===== src/design/mtep_pkg.sv =====
// ----------------------------------------------------------------------------
// mtep_pkg
// Widths, record codes and the result record type of the track event parser.
// ----------------------------------------------------------------------------
`default_nettype none

package mtep_pkg;

    // Longest accepted variable-length quantity, in bytes
    localparam int MAX_VLQ_BYTES = 4;
    localparam int VLQ_CNT_W     = $clog2(MAX_VLQ_BYTES + 1);

    // Field widths
    localparam int ACC_W    = 28;
    localparam int BYTE_W   = 8;
    localparam int DATA_W   = 7;
    localparam int KIND_W   = 2;
    localparam int ERRC_W   = 2;

    // Record kinds
    localparam logic [KIND_W-1:0] KIND_CHANNEL   = 2'd0;
    localparam logic [KIND_W-1:0] KIND_META_HDR  = 2'd1;
    localparam logic [KIND_W-1:0] KIND_META_BYTE = 2'd2;
    localparam logic [KIND_W-1:0] KIND_ERROR     = 2'd3;

    // Error codes
    localparam logic [ERRC_W-1:0] ERR_NONE      = 2'd0;
    localparam logic [ERRC_W-1:0] ERR_NO_STATUS = 2'd1;
    localparam logic [ERRC_W-1:0] ERR_TRUNCATED = 2'd2;
    localparam logic [ERRC_W-1:0] ERR_OVERFLOW  = 2'd3;

    // Status values
    localparam logic [BYTE_W-1:0] STATUS_META = 8'hFF;
    localparam logic [BYTE_W-1:0] STATUS_NONE = 8'h00;
    localparam logic [3:0]        NIB_PROGRAM = 4'hC;
    localparam logic [3:0]        NIB_PRESSURE = 4'hD;

    // One result record
    typedef struct packed {
        logic [KIND_W-1:0] record_kind;
        logic [ACC_W-1:0]  delta_time;
        logic [BYTE_W-1:0] status_byte;
        logic [DATA_W-1:0] first_param;
        logic [DATA_W-1:0] second_param;
        logic [BYTE_W-1:0] meta_kind;
        logic [ACC_W-1:0]  meta_length;
        logic [BYTE_W-1:0] payload_byte;
        logic [ERRC_W-1:0] error_code;
        logic              last_of_event;
    } t_record;

endpackage

`default_nettype wire


===== src/design/mtep_in_if.sv =====
// ----------------------------------------------------------------------------
// mtep_in_if
// Input channel of the parser: one track byte per request.
// ----------------------------------------------------------------------------
`default_nettype none

interface mtep_in_if import mtep_pkg::*; ();
    logic              valid;
    logic              ready;
    logic [BYTE_W-1:0] byte_in;
    logic              end_of_data;

    modport source (output valid, output byte_in, output end_of_data, input ready);
    modport sink   (input valid, input byte_in, input end_of_data, output ready);
endinterface

`default_nettype wire


===== src/design/mtep_out_if.sv =====
// ----------------------------------------------------------------------------
// mtep_out_if
// Output channel of the parser: one event record per request.
// ----------------------------------------------------------------------------
`default_nettype none

interface mtep_out_if import mtep_pkg::*; ();
    logic              valid;
    logic              ready;
    logic [KIND_W-1:0] record_kind;
    logic [ACC_W-1:0]  delta_time;
    logic [BYTE_W-1:0] status_byte;
    logic [DATA_W-1:0] first_param;
    logic [DATA_W-1:0] second_param;
    logic [BYTE_W-1:0] meta_kind;
    logic [ACC_W-1:0]  meta_length;
    logic [BYTE_W-1:0] payload_byte;
    logic [ERRC_W-1:0] error_code;
    logic              last_of_event;

    modport source (
        output valid, input ready,
        output record_kind, output delta_time, output status_byte,
        output first_param, output second_param, output meta_kind,
        output meta_length, output payload_byte, output error_code,
        output last_of_event
    );
    modport sink (
        input valid, output ready,
        input record_kind, input delta_time, input status_byte,
        input first_param, input second_param, input meta_kind,
        input meta_length, input payload_byte, input error_code,
        input last_of_event
    );
endinterface

`default_nettype wire


===== src/design/mtep_out_stage.sv =====
// ----------------------------------------------------------------------------
// mtep_out_stage
// Result register: holds one record until the downstream side takes it.
// ----------------------------------------------------------------------------
`default_nettype none

module mtep_out_stage import mtep_pkg::*; (
    input  wire logic    i_clk,
    input  wire logic    i_rst_n,
    input  wire logic    i_load,
    input  wire t_record i_rec,
    output logic         o_free,
    mtep_out_if.source   o_out
);

    logic    r_valid;
    t_record r_rec;

    // Free when empty or when the held record leaves this cycle
    assign o_free = !r_valid || o_out.ready;

    // Valid flag
    always_ff @(posedge i_clk) begin
        if (!i_rst_n) begin
            r_valid <= 1'b0;
        end else if (o_free) begin
            r_valid <= i_load;
        end
    end

    // Payload, no reset
    always_ff @(posedge i_clk) begin
        if (o_free && i_load) begin
            r_rec <= i_rec;
        end
    end

    assign o_out.valid         = r_valid;
    assign o_out.record_kind   = r_rec.record_kind;
    assign o_out.delta_time    = r_rec.delta_time;
    assign o_out.status_byte   = r_rec.status_byte;
    assign o_out.first_param   = r_rec.first_param;
    assign o_out.second_param  = r_rec.second_param;
    assign o_out.meta_kind     = r_rec.meta_kind;
    assign o_out.meta_length   = r_rec.meta_length;
    assign o_out.payload_byte  = r_rec.payload_byte;
    assign o_out.error_code    = r_rec.error_code;
    assign o_out.last_of_event = r_rec.last_of_event;

endmodule

`default_nettype wire


===== src/design/midi_track_event_parser_unit.sv =====
// ----------------------------------------------------------------------------
// midi_track_event_parser_unit
// MIDI track event parser with running status and meta events.
// ----------------------------------------------------------------------------
// Takes one track byte per cycle and emits at most one record per byte: a
// channel event when its last data byte arrives, a meta header when the meta
// length completes, and one record per meta payload byte. Errors (data with no
// running status, a buffer cut off inside an event, a delta time or meta length
// longer than MAX_VLQ_BYTES) give an error record and return to the delta time.
// Each byte is decoded in the cycle it is accepted and its record appears in
// the result register on the next cycle; the result register lets a new byte
// be taken as a held record leaves, so the sustained rate is one byte per cycle
// whenever the downstream side takes records. Input ready drops only while a
// record is held and not taken.
// ----------------------------------------------------------------------------
`default_nettype none

module midi_track_event_parser_unit import mtep_pkg::*; (
    input  wire logic  i_clk,
    input  wire logic  i_rst_n,
    mtep_in_if.sink    i_in,
    mtep_out_if.source o_out
);

    typedef enum logic [2:0] {
        PH_DELTA,
        PH_STATUS,
        PH_PARAM1,
        PH_PARAM2,
        PH_MTYPE,
        PH_MLEN,
        PH_PAYLOAD
    } t_phase;

    t_phase                r_phase,    n_phase;
    logic [ACC_W-1:0]      r_time,     n_time;
    logic [VLQ_CNT_W-1:0]  r_cnt,      n_cnt;
    logic [BYTE_W-1:0]     r_running,  n_running;
    logic [DATA_W-1:0]     r_held_p1,  n_held_p1;
    logic [BYTE_W-1:0]     r_held_meta, n_held_meta;
    logic [ACC_W-1:0]      r_len,      n_len;
    logic [ACC_W-1:0]      r_remain,   n_remain;

    t_record               rec;
    logic                  has_rec;
    logic                  err;
    logic                  accept;
    logic                  out_free;

    logic [BYTE_W-1:0]     b;
    logic [DATA_W-1:0]     data7;
    logic                  vlq_full;
    logic [ACC_W-1:0]      time_shift;
    logic [ACC_W-1:0]      len_shift;
    logic [ACC_W-1:0]      remain_dec;
    logic                  run_one_param;

    assign accept     = i_in.valid && out_free;
    assign i_in.ready = out_free;

    assign b             = i_in.byte_in;
    assign data7         = b[DATA_W-1:0];
    assign vlq_full      = (r_cnt >= VLQ_CNT_W'(MAX_VLQ_BYTES));
    assign time_shift    = {r_time[ACC_W-DATA_W-1:0], data7};
    assign len_shift     = {r_len[ACC_W-DATA_W-1:0], data7};
    assign remain_dec    = r_remain - ACC_W'(1);
    assign run_one_param = (r_running[7:4] == NIB_PROGRAM) ||
                           (r_running[7:4] == NIB_PRESSURE);

    // Next state and record for the byte at the input
    always_comb begin
        n_phase     = r_phase;
        n_time      = r_time;
        n_cnt       = r_cnt;
        n_running   = r_running;
        n_held_p1   = r_held_p1;
        n_held_meta = r_held_meta;
        n_len       = r_len;
        n_remain    = r_remain;
        rec         = '0;
        has_rec     = 1'b0;
        err         = 1'b0;

        case (r_phase)
            PH_DELTA: begin
                if (vlq_full) begin
                    err = 1'b1;
                    rec.error_code = ERR_OVERFLOW;
                end else begin
                    n_cnt  = r_cnt + VLQ_CNT_W'(1);
                    n_time = time_shift;
                    if (!b[7]) begin
                        n_phase = PH_STATUS;
                        n_cnt   = '0;
                    end
                end
            end
            PH_STATUS, PH_PARAM1: begin
                if (r_phase == PH_STATUS && b[7]) begin
                    if (b == STATUS_META) begin
                        n_phase = PH_MTYPE;
                    end else begin
                        n_running = b;
                        n_phase   = PH_PARAM1;
                    end
                end else if (r_phase == PH_STATUS && r_running == STATUS_NONE) begin
                    err = 1'b1;
                    rec.error_code = ERR_NO_STATUS;
                end else begin
                    // first data byte, explicit or running status
                    n_held_p1 = data7;
                    if (run_one_param) begin
                        has_rec            = 1'b1;
                        rec.record_kind    = KIND_CHANNEL;
                        rec.delta_time     = r_time;
                        rec.status_byte    = r_running;
                        rec.first_param    = data7;
                        rec.last_of_event  = 1'b1;
                        n_phase            = PH_DELTA;
                        n_time             = '0;
                        n_cnt              = '0;
                    end else begin
                        n_phase = PH_PARAM2;
                    end
                end
            end
            PH_PARAM2: begin
                has_rec            = 1'b1;
                rec.record_kind    = KIND_CHANNEL;
                rec.delta_time     = r_time;
                rec.status_byte    = r_running;
                rec.first_param    = r_held_p1;
                rec.second_param   = data7;
                rec.last_of_event  = 1'b1;
                n_phase            = PH_DELTA;
                n_time             = '0;
                n_cnt              = '0;
            end
            PH_MTYPE: begin
                n_held_meta = b;
                n_len       = '0;
                n_cnt       = '0;
                n_phase     = PH_MLEN;
            end
            PH_MLEN: begin
                if (vlq_full) begin
                    err = 1'b1;
                    rec.error_code = ERR_OVERFLOW;
                end else begin
                    n_cnt = r_cnt + VLQ_CNT_W'(1);
                    n_len = len_shift;
                    if (!b[7]) begin
                        has_rec         = 1'b1;
                        rec.record_kind = KIND_META_HDR;
                        rec.delta_time  = r_time;
                        rec.status_byte = STATUS_META;
                        rec.meta_kind   = r_held_meta;
                        rec.meta_length = len_shift;
                        n_cnt           = '0;
                        if (len_shift == '0) begin
                            rec.last_of_event = 1'b1;
                            n_phase           = PH_DELTA;
                            n_time            = '0;
                        end else begin
                            n_remain = len_shift;
                            n_phase  = PH_PAYLOAD;
                        end
                    end
                end
            end
            PH_PAYLOAD: begin
                n_remain         = remain_dec;
                has_rec          = 1'b1;
                rec.record_kind  = KIND_META_BYTE;
                rec.delta_time   = r_time;
                rec.status_byte  = STATUS_META;
                rec.meta_kind    = r_held_meta;
                rec.meta_length  = r_len;
                rec.payload_byte = b;
                if (remain_dec == '0) begin
                    rec.last_of_event = 1'b1;
                    n_phase           = PH_DELTA;
                    n_time            = '0;
                    n_cnt             = '0;
                end
            end
            default: begin
                n_phase = PH_DELTA;
                n_time  = '0;
                n_cnt   = '0;
            end
        endcase

        // Buffer ends inside an event
        if (!err && i_in.end_of_data && !(n_phase == PH_DELTA && n_cnt == '0)) begin
            err = 1'b1;
            rec = '0;
            rec.error_code = ERR_TRUNCATED;
        end

        // Error record: clear all but kind, code and last flag, back to delta time
        if (err) begin
            has_rec           = 1'b1;
            rec.record_kind   = KIND_ERROR;
            rec.last_of_event = 1'b1;
            n_phase           = PH_DELTA;
            n_time            = '0;
            n_cnt             = '0;
        end
    end

    // Parser state
    always_ff @(posedge i_clk) begin
        if (!i_rst_n) begin
            r_phase     <= PH_DELTA;
            r_time      <= '0;
            r_cnt       <= '0;
            r_running   <= STATUS_NONE;
            r_held_p1   <= '0;
            r_held_meta <= '0;
            r_len       <= '0;
            r_remain    <= '0;
        end else if (accept) begin
            r_phase     <= n_phase;
            r_time      <= n_time;
            r_cnt       <= n_cnt;
            r_running   <= n_running;
            r_held_p1   <= n_held_p1;
            r_held_meta <= n_held_meta;
            r_len       <= n_len;
            r_remain    <= n_remain;
        end
    end

    // Result register
    mtep_out_stage u_out_stage (
        .i_clk   (i_clk),
        .i_rst_n (i_rst_n),
        .i_load  (accept && has_rec),
        .i_rec   (rec),
        .o_free  (out_free),
        .o_out   (o_out)
    );

endmodule

`default_nettype wire


===== src/flat_wrapper.sv =====
// flat-port wrapper written by rule: the top's interface ports become plain ports
module midi_track_event_parser_unit_flat import mtep_pkg::*;
  (i_clk, i_rst_n, i_in_valid, i_in_byte_in, i_in_end_of_data, i_in_ready, o_out_valid, o_out_ready, o_out_record_kind, o_out_delta_time, o_out_status_byte, o_out_first_param, o_out_second_param, o_out_meta_kind, o_out_meta_length, o_out_payload_byte, o_out_error_code, o_out_last_of_event);
  mtep_in_if i_in_i ();
  mtep_out_if o_out_i ();
  input  wire logic i_clk;
  input  wire logic i_rst_n;
  input wire logic [$bits(i_in_i.valid)-1:0] i_in_valid;
  input wire logic [$bits(i_in_i.byte_in)-1:0] i_in_byte_in;
  input wire logic [$bits(i_in_i.end_of_data)-1:0] i_in_end_of_data;
  output wire logic [$bits(i_in_i.ready)-1:0] i_in_ready;
  output wire logic [$bits(o_out_i.valid)-1:0] o_out_valid;
  input wire logic [$bits(o_out_i.ready)-1:0] o_out_ready;
  output wire logic [$bits(o_out_i.record_kind)-1:0] o_out_record_kind;
  output wire logic [$bits(o_out_i.delta_time)-1:0] o_out_delta_time;
  output wire logic [$bits(o_out_i.status_byte)-1:0] o_out_status_byte;
  output wire logic [$bits(o_out_i.first_param)-1:0] o_out_first_param;
  output wire logic [$bits(o_out_i.second_param)-1:0] o_out_second_param;
  output wire logic [$bits(o_out_i.meta_kind)-1:0] o_out_meta_kind;
  output wire logic [$bits(o_out_i.meta_length)-1:0] o_out_meta_length;
  output wire logic [$bits(o_out_i.payload_byte)-1:0] o_out_payload_byte;
  output wire logic [$bits(o_out_i.error_code)-1:0] o_out_error_code;
  output wire logic [$bits(o_out_i.last_of_event)-1:0] o_out_last_of_event;
  assign i_in_i.valid = i_in_valid;
  assign i_in_i.byte_in = i_in_byte_in;
  assign i_in_i.end_of_data = i_in_end_of_data;
  assign i_in_ready = i_in_i.ready;
  assign o_out_valid = o_out_i.valid;
  assign o_out_i.ready = o_out_ready;
  assign o_out_record_kind = o_out_i.record_kind;
  assign o_out_delta_time = o_out_i.delta_time;
  assign o_out_status_byte = o_out_i.status_byte;
  assign o_out_first_param = o_out_i.first_param;
  assign o_out_second_param = o_out_i.second_param;
  assign o_out_meta_kind = o_out_i.meta_kind;
  assign o_out_meta_length = o_out_i.meta_length;
  assign o_out_payload_byte = o_out_i.payload_byte;
  assign o_out_error_code = o_out_i.error_code;
  assign o_out_last_of_event = o_out_i.last_of_event;
  midi_track_event_parser_unit u_core (.i_clk(i_clk), .i_rst_n(i_rst_n), .i_in(i_in_i), .o_out(o_out_i));
endmodule

===== config.mk =====
export PLATFORM = sky130hd
export DESIGN_NAME = midi_track_event_parser_unit_flat
export DESIGN_NICKNAME = d
export VERILOG_FILES = /design/src/design/mtep_pkg.sv /design/src/design/mtep_in_if.sv /design/src/design/mtep_out_if.sv /design/src/design/mtep_out_stage.sv /design/src/design/midi_track_event_parser_unit.sv /design/src/flat_wrapper.sv
export SDC_FILE = /design/constraint.sdc
export NUM_CORES = 1
export LEC_CHECK = 0
export BUFFER_PORTS_ARGS = -buffer_cell sky130_fd_sc_hd__buf_2
export CORE_MARGIN = 1
export CORE_UTILIZATION = 45
export CTS_CLUSTER_SIZE = 40
export DETAILED_ROUTE_END_ITERATION = 16
export SLEW_MARGIN = 20
export SYNTH_ARGS = -nofsm -noshare
export SYNTH_HDL_FRONTEND = slang
export SYNTH_SLANG_ARGS = --single-unit

===== constraint.sdc =====
create_clock -name i_clk -period 10.65 [get_ports i_clk]
set_input_delay 0 -clock i_clk [delete_from_list [all_inputs] [get_ports i_clk]]
set_output_delay 0 -clock i_clk [all_outputs]
set_load 0.02 [all_outputs]

Word level (Yosys, flattened, before mapping):

Index checks and enable logic that the tools add are counted.

* bitwise operators: 5
* muxes and demuxes: 70
* $add $sub $neg: 2
* $lt $le $gt $ge: 1
* equal/unequal tests: 21
* reduce and logical (&&, ||, !) cells: 32

Operators by type and width (count)
* 28-bit 2-to-1 mux: 13
* 38-bit case mux with 4 select lines: 1
* 28-bit case mux with 5 select lines: 1
* 28-bit case mux with 2 select lines: 2
* 99-bit 2-to-1 mux: 1
* 45-bit 2-to-1 mux: 2
* 36-bit 2-to-1 mux: 2
* 36-bit case mux with 2 select lines: 1
* 28-bit logical NOT: 2
* 3-bit 2-to-1 mux: 18
* 43-bit 2-to-1 mux: 1
* 38-bit 2-to-1 mux: 1
* 37-bit 2-to-1 mux: 1
* 28-bit by 1-bit subtractor with 28-bit output (second input constant): 1
* 1-bit 2-to-1 mux: 15
* 3-bit by 2-bit != test with 1-bit output (second input constant): 5
* 3-bit case mux with 5 select lines: 1
* 7-bit case mux with 2 select lines: 1
* 10-bit AND reduction: 1
* 2-bit OR reduction: 5
* 3-bit equality test (second input constant): 3
* 3-bit logical NOT: 3
* 3-bit by 1-bit != test with 1-bit output (second input constant): 3
* 3-bit case mux with 3 select lines: 1
* 25 further kinds: 46

* bits in registers: 213
* output and inout port bits: 101
* word-level logic and storage cells: 150
* bits of input ports: 13

Depth between registers and ports, before layout:

* depth in word-level cells: 14
* mapped depth: 12
* depth with buffers taken out: 10

By module:

Synthesis repeated with hierarchy kept, for this count alone.

* cells, all modules: 983
* area, all modules: 9914.5 sq um

By module, submodules not included
* midi_track_event_parser_unit: times used 1, seq. area each 2262.2 sq um, cells each 879, area an instance 6884.1 sq um
* mtep_out_stage: times used 1, seq. area each 2992.9 sq um, cells each 104, area an instance 3030.4 sq um

Worst setup path before layout:

Ideal clock, no wire load.

* path kind: flip-flop to flip-flop
* from: reg u_core.r_remain[0]
* to: reg u_core.u_out_stage.r_rec (netlist bit u_core.u_out_stage.o_out.delta_time[0]), enable pin
* setup slack: 2.946 ns
* clock period less this slack: 7.704 ns
* setup time: 0.589 ns
* required time: 10.061 ns
* cell stages (with the launch flop): 10
* arrival: 7.114 ns
* buffers on the path: 0
* cell sequence: dfxtp_1 inv_1 ha_1 nor4b_4 nand4b_2 or4_4 and4_4 a311oi_2 nor3b_2 a21oi_1

* longest elaborated chain between the ends: 12
* elaborated cells between the ends (all ways): 15
* those cells by class: add/sub: 1; mux: 6; reduce/logical: 8

Ends and longest elaborated chain
* from (decl): line midi_track_event_parser_unit.sv:42 `logic [ACC_W-1:0] r_remain, n_remain;`
* from (signal assigned): line midi_track_event_parser_unit.sv:231 `r_remain <= n_remain;`
* 28-bit by 1-bit subtractor with 28-bit output (*): line midi_track_event_parser_unit.sv:66 `assign remain_dec = r_remain - ACC_W'(1);`
* 28-bit logical NOT (*): line midi_track_event_parser_unit.sv:180 `if (remain_dec == '0) begin`
* 3-bit 2-to-1 mux: line midi_track_event_parser_unit.sv:180
* 3-bit case mux with 5 select lines or 3-bit case mux with 3 select lines (tied branches): line midi_track_event_parser_unit.sv:84 `case (r_phase)`
* 3-bit logical NOT: line midi_track_event_parser_unit.sv:195 `if (!err && i_in.end_of_data && !(n_phase == PH_DELTA && n_cnt == '0)) begin`
* 1-bit logical AND (*): line midi_track_event_parser_unit.sv:195
* 1-bit logical NOT (*): line midi_track_event_parser_unit.sv:195
* 1-bit logical AND (*): line midi_track_event_parser_unit.sv:195
* 1-bit 2-to-1 mux (*): line midi_track_event_parser_unit.sv:195
* 1-bit 2-to-1 mux (*): line midi_track_event_parser_unit.sv:202 `if (err) begin`
* 1-bit logical AND (*): line midi_track_event_parser_unit.sv:239 `.i_load (accept && has_rec),`
* 1-bit logical AND (*): line mtep_out_stage.sv:33 `if (o_free && i_load) begin`
* to (signal assigned): line mtep_out_stage.sv:34 `r_rec <= i_rec;`
* to (decl): line mtep_out_stage.sv:17 `t_record r_rec;`

Mark *: on every way between the ends. The rest lies on a longest branch, timed or not.
A chain may end at the register's enable or synchronous reset.

Worst setup path after layout:

* from: reg u_core.r_remain[0]
* to: reg u_core.u_out_stage.r_rec (netlist bit u_core.u_out_stage.o_out.meta_length[14]), enable pin

The elaborated chain is that of the path after synthesis.

==> impl_metrics.ini <==
[power_and_ir_drop]
p_per_area_mw_per_mm2 = 162.4
power_mw = 1.822
ir_drop_mv = 0.1059
p_leak_nw = 4.158

[detailed_routing]
drc = 0
ant_nets = 0
drt-pass1-iter-count = 5
via_per_inst = 5.772
drt_iter0_drc = 674
routed_wl_um = 25390
route.detailed.wl_per_inst_um = 19.07
vias = 7682

[global_route]
grt_start_max_net_pins = 88
grt_pass1_wl_um = 39490
antenna_found_initial = 0
gr-total-overflow = 0
grt_use_total_pct = 22.55
grt_pass1_vias = 6962

[setup_path]
worst-path-buf-inv = 2
cp_data_arrival_time_ns = 4.77
critPathKind = flip-flop to flip-flop
cp_max_fo = 76
endpoint_kind = flip-flop
startpoint_type = flip-flop
cpPeakStageDelay_ns = 0.86
cp_slowest_cell = buf_4
crit_path_cell_trace = inv_1 -> ha_1 -> nor4b_4 -> nand4b_2 -> or4_4 -> and4_4 -> a311oi_2 -> nor3b_2 -> a21oi_4 -> buf_4
critical-path-top-delay-family = simple AND/OR/NAND/NOR gates
worstPathRequired_ns = 10.78

[clocking]
cts-root-buf = clkbuf_16
clk_path_buf_depth = 3
clkLatencyLatePin_ns = 0.52
path_clk_slew_ns = 0.06
cts_buffers = 24
cts_resized = 0
cts_max_level = 1
tritoncts = built
clock_sinks = 213

[synth]
synth_warnings = 0
async_reset_ff_share_pct = 0
synth_cell_types = 70
synth_edf_count = 99
ys.flop_type = dfxtp_1
synth_fp_nets = 972
ys_ff_latch = 213
synth-seq-area-share_pct = 54.13
synth.avg_cell_area_um2 = 10.17
netlist_instances = 955
syn_area_mm2 = 0.009708

[finish]
drive_gt1_share_pct = 17.90
regArea_mm2 = 0.005255
nets = 1055
multi_input_area_mm2 = 0.004081
areaGrowthSynthToFinish_pct = 15.56
final_common_cell = dfxtp_1
utilization_pct = 53.20
layout_common_cells = dfxtp_1 (114), buf_2 (113), edfxtp_1 (99), nor2_1 (87)
antenna_cells = 0
fin_cells = 1331
nFillCells = 1934

[die]
initial_core_util_pct = 46.04
core_mm2 = 0.02109
die_area_mm2 = 0.02217
fp.dieH_um = 148.9
num_rows = 53
ios = 114
dieWidth_um = 148.9

[placement]
pre_cts_slack_ns = 5.887
place.gp.congestion = 0.9120
place_inst = 1277
portBuffers = 113
dp_hpwl_um = 15840

[timing]
rsz0062_at_grt = false
relSlewSlack_pct = 26.62
finalSetupViolations = 0
layout_min_cycle_time_ns = 4.638
hold_viol = 0
fin_crit_sh_pct = 43.55
drv_slew = 0
max_freq_ghz = 0.2156
skew_ns = 0.01764
max_slew.worst_pin.slew_ns = 1.101
setup_tns_ns = 0
finalWorstSetupSlack_ns = 6.012

[job]
cap_violations = 0

[status]
status = complete, no violations

[hold_path]
hp-class = primary input to flip-flop
==> power breakdown <==
group / internal (mW) / total [mW] / switching (mW)
logic: 0.0384 / 0.135 / 0.0963
registers: 0.890 / 0.902 / 0.0119
clock network: 0.452 / 0.785 / 0.333
==> cell families after synthesis <==
logic type	count (synthesis)	share of synthesized area, %
simple gates	380	20.81
flops	213	54.13
xor+xnor	3	0.2707
buf+inv	91	4.150
fa+ha+maj	4	0.5156
mux	19	1.959
compound gates	245	18.16
==> synthesized netlist by cell type (all sizes together), types with 2 or more instances <==
master,count,area share [%]
a211o,3,0.27
a211oi,3,0.28
a21boi,31,2.4
a21oi,38,2.0
a22o,37,3.3
a22oi,35,2.7
a31oi,8,0.52
a41oi,3,0.27
and2,65,4.2
and3,2,0.13
and4,4,0.39
buf,12,1.1
clkbuf,62,2.4
dfxtp,114,24
edfxtp,99,31
ha,4,0.52
inv,17,0.66
mux2i,19,2.0
nand2,65,2.5
nand2b,4,0.26
nand3,34,1.8
nand3b,3,0.23
nand4,9,0.58
nand4b,2,0.24
nor2,90,3.5
nor2b,26,1.7
nor3,24,1.2
nor3b,5,0.44
nor4,23,1.6
nor4b,3,0.43
o21a,8,0.62
o21ai,38,2.0
o21bai,2,0.15
o221a,8,0.93
o22ai,6,0.39
o31ai,9,0.75
o32ai,3,0.27
o41ai,2,0.26
or2,6,0.39
or3,5,0.32
or4,7,0.62
xor2,2,0.18
==> registers in the layout, summed over array words and instances (netlist names), 28 cells and up <==
| name | flops |
|---|---|
| u_core.r_len | 28 |
| u_core.r_remain | 28 |
| u_core.r_time | 28 |
| u_core.u_out_stage.o_out.delta_time | 28 |
| u_core.u_out_stage.o_out.meta_length | 28 |
==> per-stage QoR <==
step	hold WS, ns	instance area, um2
after floorplan	0.1710	9708
after global placement	0.3479	10360
after detailed placement	0.3336	10360
after CTS	0.001188	11210
after global routing	0.04099	11220
final	0.02123	11220
==> final cells by class <==
cell class              count  area share (%)
clock buffers              33           5.744
clock inverters            11          0.9257
inverters                  17          0.5688
multi-input cells         651           36.38
flip-flops and latches    213           46.84
well taps                 275           3.067
repair buffers            131           6.469
==> worst reg2reg max path: stages, from the launching register on <==
cell and delay [ns]:
dfxtp_1 0.36, inv_1 0.10, ha_1 0.26, nor4b_4 0.45
nand4b_2 0.25, or4_4 0.57, and4_4 0.20, a311oi_2 0.30
nor3b_2 0.17, a21oi_4 0.66, buf_4 0.87
==> repair_timing <==
item	4_1_cts	5_1_grt
hold buffers	10	0
setup buffers	0	0
endpoints found under the setup margin	0	0
endpoints found under the hold margin	21	0
==> layer usage <==
| layer | GRT usage [%] | wire length, um | up-vias |
|---|---|---|---|
| met4 | 5.459 | 486 | 0 |
| met2 | 36.67 | 11980 | 252 |
| met3 | 2.416 | 1308 | 34 |
| li1 | - | - | 3690 |
| met1 | 32.08 | 11610 | 3706 |
| met5 | 0 | 0 | - |
==> worst paths after layout <==
| path | cells after the start | slack [ns] | startpoint | endpoint |
|---|---|---|---|---|
| hold reg to reg | 2 | 0.46 | u_core.r_len[22]$_SDFFE_PN0P_ | u_core.r_len[22]$_SDFFE_PN0P_ |
| hold / removal | 3 | 0.02 | i_in_valid | u_core.r_cnt[2]$_SDFFE_PN0P_ |
| setup reg to reg | 10 | 6.01 | u_core.r_remain[0]$_SDFFE_PN0P_ | u_core.u_out_stage.o_out.meta_length[14]$_SDFFCE_PP0P_ |
| setup / recovery | 10 | 6.01 | u_core.r_remain[0]$_SDFFE_PN0P_ | u_core.u_out_stage.o_out.meta_length[14]$_SDFFCE_PP0P_ |
No activity file was read; power rests on OpenSTA's default activity.
